`config.mk`:
```
export PLATFORM = sky130hd
export DESIGN_NAME = smv_controller
export DESIGN_NICKNAME = d
export VERILOG_FILES = /design/src/design/smv_pkg.sv /design/src/design/smv_controller.sv
export SDC_FILE = /design/constraint.sdc
export NUM_CORES = 1
export LEC_CHECK = 0
export ABC_CLOCK_PERIOD_IN_PS = 7600
export BUFFER_PORTS_ARGS = -buffer_cell sky130_fd_sc_hd__buf_4
export CORE_ASPECT_RATIO = 1.2
export CORE_MARGIN = 2
export CORE_UTILIZATION = 35
export DETAILED_ROUTE_END_ITERATION = 6
export PLACE_DENSITY = 0.55
export SYNTH_ARGS = -nofsm -noshare
export SYNTH_HDL_FRONTEND = slang
export SYNTH_SLANG_ARGS = --single-unit
```
`constraint.sdc`:
```
create_clock -name clk -period 7.6 [get_ports clk]
set_clock_uncertainty 0.2 [all_clocks]
set_input_delay 1.52 -clock clk [delete_from_list [all_inputs] [get_ports clk]]
set_output_delay 1.52 -clock clk [all_outputs]
set_load 0.05 [all_outputs]
```
`src/design/smv_pkg.sv`:
```
// ----------------------------------------------------------------------------
// smv_pkg: shared types and helpers for the symmetric matrix-vector multiplier
// Opcodes, register indexes, controller/datapath interface and saturation.
// ----------------------------------------------------------------------------
package smv_pkg;

    localparam int MAX_N   = 64;
    localparam int IDX_W   = $clog2(MAX_N);
    localparam int DIM_W   = IDX_W + 1;
    localparam int DATA_W  = 32;
    localparam int CFG_IDX_W = 3;

    typedef enum logic [1:0] {
        OP_LOAD_MATRIX = 2'd0,
        OP_LOAD_X      = 2'd1,
        OP_LOAD_Y      = 2'd2,
        OP_RUN         = 2'd3
    } opcode_t;

    localparam logic [CFG_IDX_W-1:0] REG_DIMENSION  = 3'd0;
    localparam logic [CFG_IDX_W-1:0] REG_USE_UPPER  = 3'd1;
    localparam logic [CFG_IDX_W-1:0] REG_ALPHA_GAIN = 3'd2;
    localparam logic [CFG_IDX_W-1:0] REG_BETA_GAIN  = 3'd3;
    localparam logic [CFG_IDX_W-1:0] REG_X_REVERSED = 3'd4;
    localparam logic [CFG_IDX_W-1:0] REG_Y_REVERSED = 3'd5;

    // Commands from the controller to the datapath.
    typedef struct packed {
        logic             acc_clear;
        logic             y_read;
        logic             issue;
        logic             scale;
        logic             finish;
        logic             last;
        logic [IDX_W-1:0] row;
        logic [IDX_W-1:0] col;
    } smv_cmd_t;

    // Status from the datapath to the controller.
    typedef struct packed {
        logic             pipe_busy;
        logic [DIM_W-1:0] dim;
    } smv_status_t;

    // Saturate a 49-bit signed sum to the signed 32-bit range.
    function automatic logic signed [31:0] sat32(input logic signed [48:0] v);
        logic signed [48:0] hi;
        logic signed [48:0] lo;
        hi = 49'sh0_0000_7FFF_FFFF;
        lo = -49'sh0_0000_8000_0000;
        if (v > hi)
        begin
            return 32'sh7FFF_FFFF;
        end
        else if (v < lo)
        begin
            return 32'sh8000_0000;
        end
        return v[31:0];
    endfunction

endpackage

```
`src/design/smv_controller.sv`:
```
// ----------------------------------------------------------------------------
// smv_controller: run sequencer
// Walks rows and columns of a run and hands each result word to the output.
// ----------------------------------------------------------------------------
module smv_controller (
    input  logic                   clk,
    input  logic                   rst_n,
    input  logic                   in_valid,
    input  logic [1:0]             opcode,
    output logic                   in_stall,
    output logic                   out_valid,
    input  logic                   out_stall,
    output smv_pkg::smv_cmd_t      cmd,
    input  smv_pkg::smv_status_t   status
);
    import smv_pkg::*;

    typedef enum logic [2:0] {
        ST_IDLE,
        ST_ROW,
        ST_MAC,
        ST_DRAIN,
        ST_SCALE,
        ST_FINAL,
        ST_EMIT
    } state_t;

    state_t           state_reg;
    logic [IDX_W-1:0] row_reg;
    logic [IDX_W-1:0] col_reg;
    logic             out_valid_reg;
    logic             last_row;
    logic             last_col;

    assign last_row = ({1'b0, row_reg} == status.dim - DIM_W'(1));
    assign last_col = ({1'b0, col_reg} == status.dim - DIM_W'(1));

    always_ff @(posedge clk or negedge rst_n)
    begin
        if (!rst_n)
        begin
            state_reg     <= ST_IDLE;
            row_reg       <= '0;
            col_reg       <= '0;
            out_valid_reg <= 1'b0;
        end
        else
        begin
            unique case (state_reg)
                ST_IDLE:
                begin
                    if (in_valid && opcode == OP_RUN)
                    begin
                        row_reg   <= '0;
                        state_reg <= ST_ROW;
                    end
                end
                ST_ROW:
                begin
                    col_reg   <= '0;
                    state_reg <= ST_MAC;
                end
                ST_MAC:
                begin
                    col_reg <= col_reg + IDX_W'(1);
                    if (last_col)
                    begin
                        state_reg <= ST_DRAIN;
                    end
                end
                ST_DRAIN:
                begin
                    if (!status.pipe_busy)
                    begin
                        state_reg <= ST_SCALE;
                    end
                end
                ST_SCALE:
                begin
                    state_reg <= ST_FINAL;
                end
                ST_FINAL:
                begin
                    out_valid_reg <= 1'b1;
                    state_reg     <= ST_EMIT;
                end
                ST_EMIT:
                begin
                    if (!out_stall)
                    begin
                        out_valid_reg <= 1'b0;
                        if (last_row)
                        begin
                            state_reg <= ST_IDLE;
                        end
                        else
                        begin
                            row_reg   <= row_reg + IDX_W'(1);
                            state_reg <= ST_ROW;
                        end
                    end
                end
                default: state_reg <= ST_IDLE;
            endcase
        end
    end

    assign in_stall      = (state_reg != ST_IDLE);
    assign out_valid     = out_valid_reg;
    assign cmd.acc_clear = (state_reg == ST_ROW);
    assign cmd.y_read    = (state_reg == ST_ROW);
    assign cmd.issue     = (state_reg == ST_MAC);
    assign cmd.scale     = (state_reg == ST_SCALE);
    assign cmd.finish    = (state_reg == ST_FINAL);
    assign cmd.last      = last_row;
    assign cmd.row       = row_reg;
    assign cmd.col       = col_reg;

    a_valid_in_emit: assert property (@(posedge clk) disable iff (!rst_n)
        out_valid |-> (state_reg == ST_EMIT))
        else $error("result word valid outside the emit state");

    a_busy_during_output: assert property (@(posedge clk) disable iff (!rst_n)
        out_valid |-> in_stall)
        else $error("input taken while a result word is pending");

    a_col_in_range: assert property (@(posedge clk) disable iff (!rst_n)
        (state_reg == ST_MAC) |-> ({1'b0, col_reg} < status.dim))
        else $error("column counter beyond the matrix order");

    a_pipe_empty_at_scale: assert property (@(posedge clk) disable iff (!rst_n)
        (state_reg == ST_SCALE) |-> !status.pipe_busy)
        else $error("scaling started before the accumulation finished");

endmodule

```
==> impl_metrics.yaml <==
timing:
  tightest_slew_ps: 526.3
  finalMaxSlewViolations: 0
  setup_ws_ps: 2522
  period_needed_ps: 5078
  tns_ps: 0
  finalCritPeriodShare: 0.6682
  hold_violations: 0
  relSlewSlack: 0.6491
  rsz0062_at_grt: "false"
  setup_viol: 0
  max_freq_mhz: 196.9
cells_and_area:
  synthToLayoutAreaGrowth_pct: 24.85
  drive_gt1_frac: 0.2941
  antenna_cells: 0
  fin_nets: 188
global_routing:
  use_met1: 0.2016
  grt_first_pass_wirelength_um: 4678
  gr-total-overflow: 0
  grt_pass1_vias: 1006
  grt_usage: 0.1546
  antenna_found_initial: 0
  grt_busiest_layer: "met2"
  gr-usage-met3: 0.02425
  use_met2: 0.2528
  grt_max_degree: 17
run_status:
  status: "complete, no violations"
pwr:
  clkPwrFrac: 0.125
  internal_power_uw: 291.7
  p_sw_uw: 325.3
  ir_drop_mv: 0.1968
  powerDensity_nw_per_um2: 403.9
  pwr-share-comb: 0.590
  p_leak_uw: 0.0007097
  swShare: 0.5273
  seqPwrFrac: 0.286
synth:
  synth.cell_area_um2: 1224
  synth-edff-count: 0
  synth_ff_type: "dfrtp_1"
  yosys.area.top_type: "dfrtp_1"
  synth_area_leaders: "dfrtp_1 (33%), xnor2_1 (5.7%), nand3_1 (4.1%), o21ai_0 (4.1%), a31oi_1 (3.6%)"
  synth.distinct_cells: 46
  syn-num-nets: 158
  ys_seq_elements: 16
  synth_top_area_frac: 0.3272
  synth_most_common_cell: "dfrtp_1"
  synth_commonest_cells: "dfrtp_1 (16), inv_1 (11), nand3_1 (10), o21ai_0 (10), nor2_1 (9)"
  seq_area_frac_synth: 0.3272
  yosys_warnings: 0
  ys_async_sr_fraction: 1.000
  synth_cells: 141
  avgSynthCellArea_um2: 8.679
run:
  cap_violations: 0
worst_setup_path:
  path_class: "in -> out"
  crit_family: "XOR/XNOR gates"
  start_kind: "input port"
  cp_cell_sequence: "buf_4, inv_1, ha_1, xor3_4, nor3_1, nand4_2, a21oi_1, buf_4"
  r2r_cells: 6
  critPathMaxStageDelay_ps: 510
  cp.depth: 8
  cpMostUsedCell: "buf_4"
  required_ps: 5880
  slowest_stage: "xor3_4"
  crit_fanout: 5
  cp.buffers_inverters: 3
  cp-end-kind: "output port"
  cp.arrival_ps: 3360
placed_design:
  post-place-ws_ps: 2532
  dp_hpwl_um: 2200
  port_buffers: 33
  gp_congestion: 0.7441
worst_hold_path:
  holdCritPathClass: "reg -> reg"
  holdPathStages: 2
clocking:
  cts-hold-fix-buffers: 0
  path_clk_slew_ps: 70
  post_cts_buffers: 0
  cts.htree.levels: 1
  cts_buffers: 3
  clock_latency_ps: 250
  post_cts_resized: 0
  cts-root-buf: "clkbuf_8"
  cts_tree: "done"
  clockBufferDepth: 2
  cts.sinks: 16
routing:
  wl_um: 2854
  routed-via-count: 1115
  post_drt_wl_per_cell_um: 13.79
  drtPass1Iterations: 4
  viasPerCell: 5.386
  ant_nets: 0
  post-route-drc-count: 0
  initialDrtViolationCount: 65
floorplan:
  die_y_um: 68.77
  die_area_um2: 3987
  core_um2: 3338
  fp-row-count: 23
  pin_count: 34
  die_x_um: 57.98
  start_util: 0.3666
==> final cells by class <==
class | count | area (µm²)
flip-flops and latches | 16 | 400.4
multi-input cells | 106 | 737.0
inverters | 11 | 41.29
well taps | 37 | 46.29
clock buffers | 4 | 55.05
repair buffers | 33 | 247.7
fillers | 351 | 1810
==> path summary, 6_finish.rpt <==
path / start / to / slack, ps
setup reg to reg: row_reg[2] / row_reg[3] / 5130
max in group asynchronous: rst_n / row_reg[3] / 6090
setup / recovery: status[0] / cmd[12] / 2520
hold / removal: out_valid / out_valid / 330
min in group asynchronous: rst_n / col_reg[5] / 920
hold reg to reg: out_valid / out_valid / 330
==> metal layers <==
metal  vias up  part of all wire
met5         -                 0
met4         0             0.013
met3         4             0.054
li1        559                 -
met2        31              0.47
met1       521              0.46
==> tightest hold or removal path: stages (launching register included) <==
cell and delay (ps):
dfrtp_1 380, inv_1 50, o21bai_1 60
==> cells by family after synthesis <==
logic type      share of synthesized area
compound gates                     0.1882
xor+xnor                           0.1155
fa+ha+maj                         0.03068
buf+inv                           0.07055
flops                              0.3272
simple gates                       0.2679
==> cell usage in the layout, fill, tap and decap left out, types with 2 or more instances in the layout <==
cell type,netlist,layout
nand2b_1,3,3
inv_1,11,11
nand3_1,10,10
xnor2_1,8,8
nand3b_1,2,2
ha_1,3,3
a31oi_1,7,7
buf_4,2,33
a21oi_1,4,4
xor2_1,5,5
o22ai_1,2,2
nor3_1,4,4
o21ai_0,10,10
nand4_1,3,3
nor2b_1,2,2
nand2_1,8,8
clkbuf_8,0,4
dfrtp_1,16,16
or3_1,2,2
nor2_1,9,9
==> power groups by stage <==
stage | Clock [µW] | Sequential (µW) | Combinational (µW)
2_1_floorplan | 0 | 243 | 200
3_3_place_gp | 0 | 176 | 363
3_5_place_dp | 0 | 177 | 366
4_1_cts | 80.6 | 176 | 367
5_1_grt | 83.7 | 184 | 393
6_report | 77.1 | 176 | 364
==> per-stage QoR <==
step	area (µm²)	util	instances	power, µW	hold WS [ps]
5_1_grt	1528	0.4576	207	660.1	367.7
4_1_cts	1528	0.4576	207	623.0	340.1
3_3_place_gp	1473	0.4412	203	538.1	324.1
2_1_floorplan	1224	-	141	443.7	416.4
6_report	1528	0.4576	207	617.0	331.8
3_5_place_dp	1473	0.4412	203	542.6	332.2
Note: power is estimated with default switching activity, not from simulation.
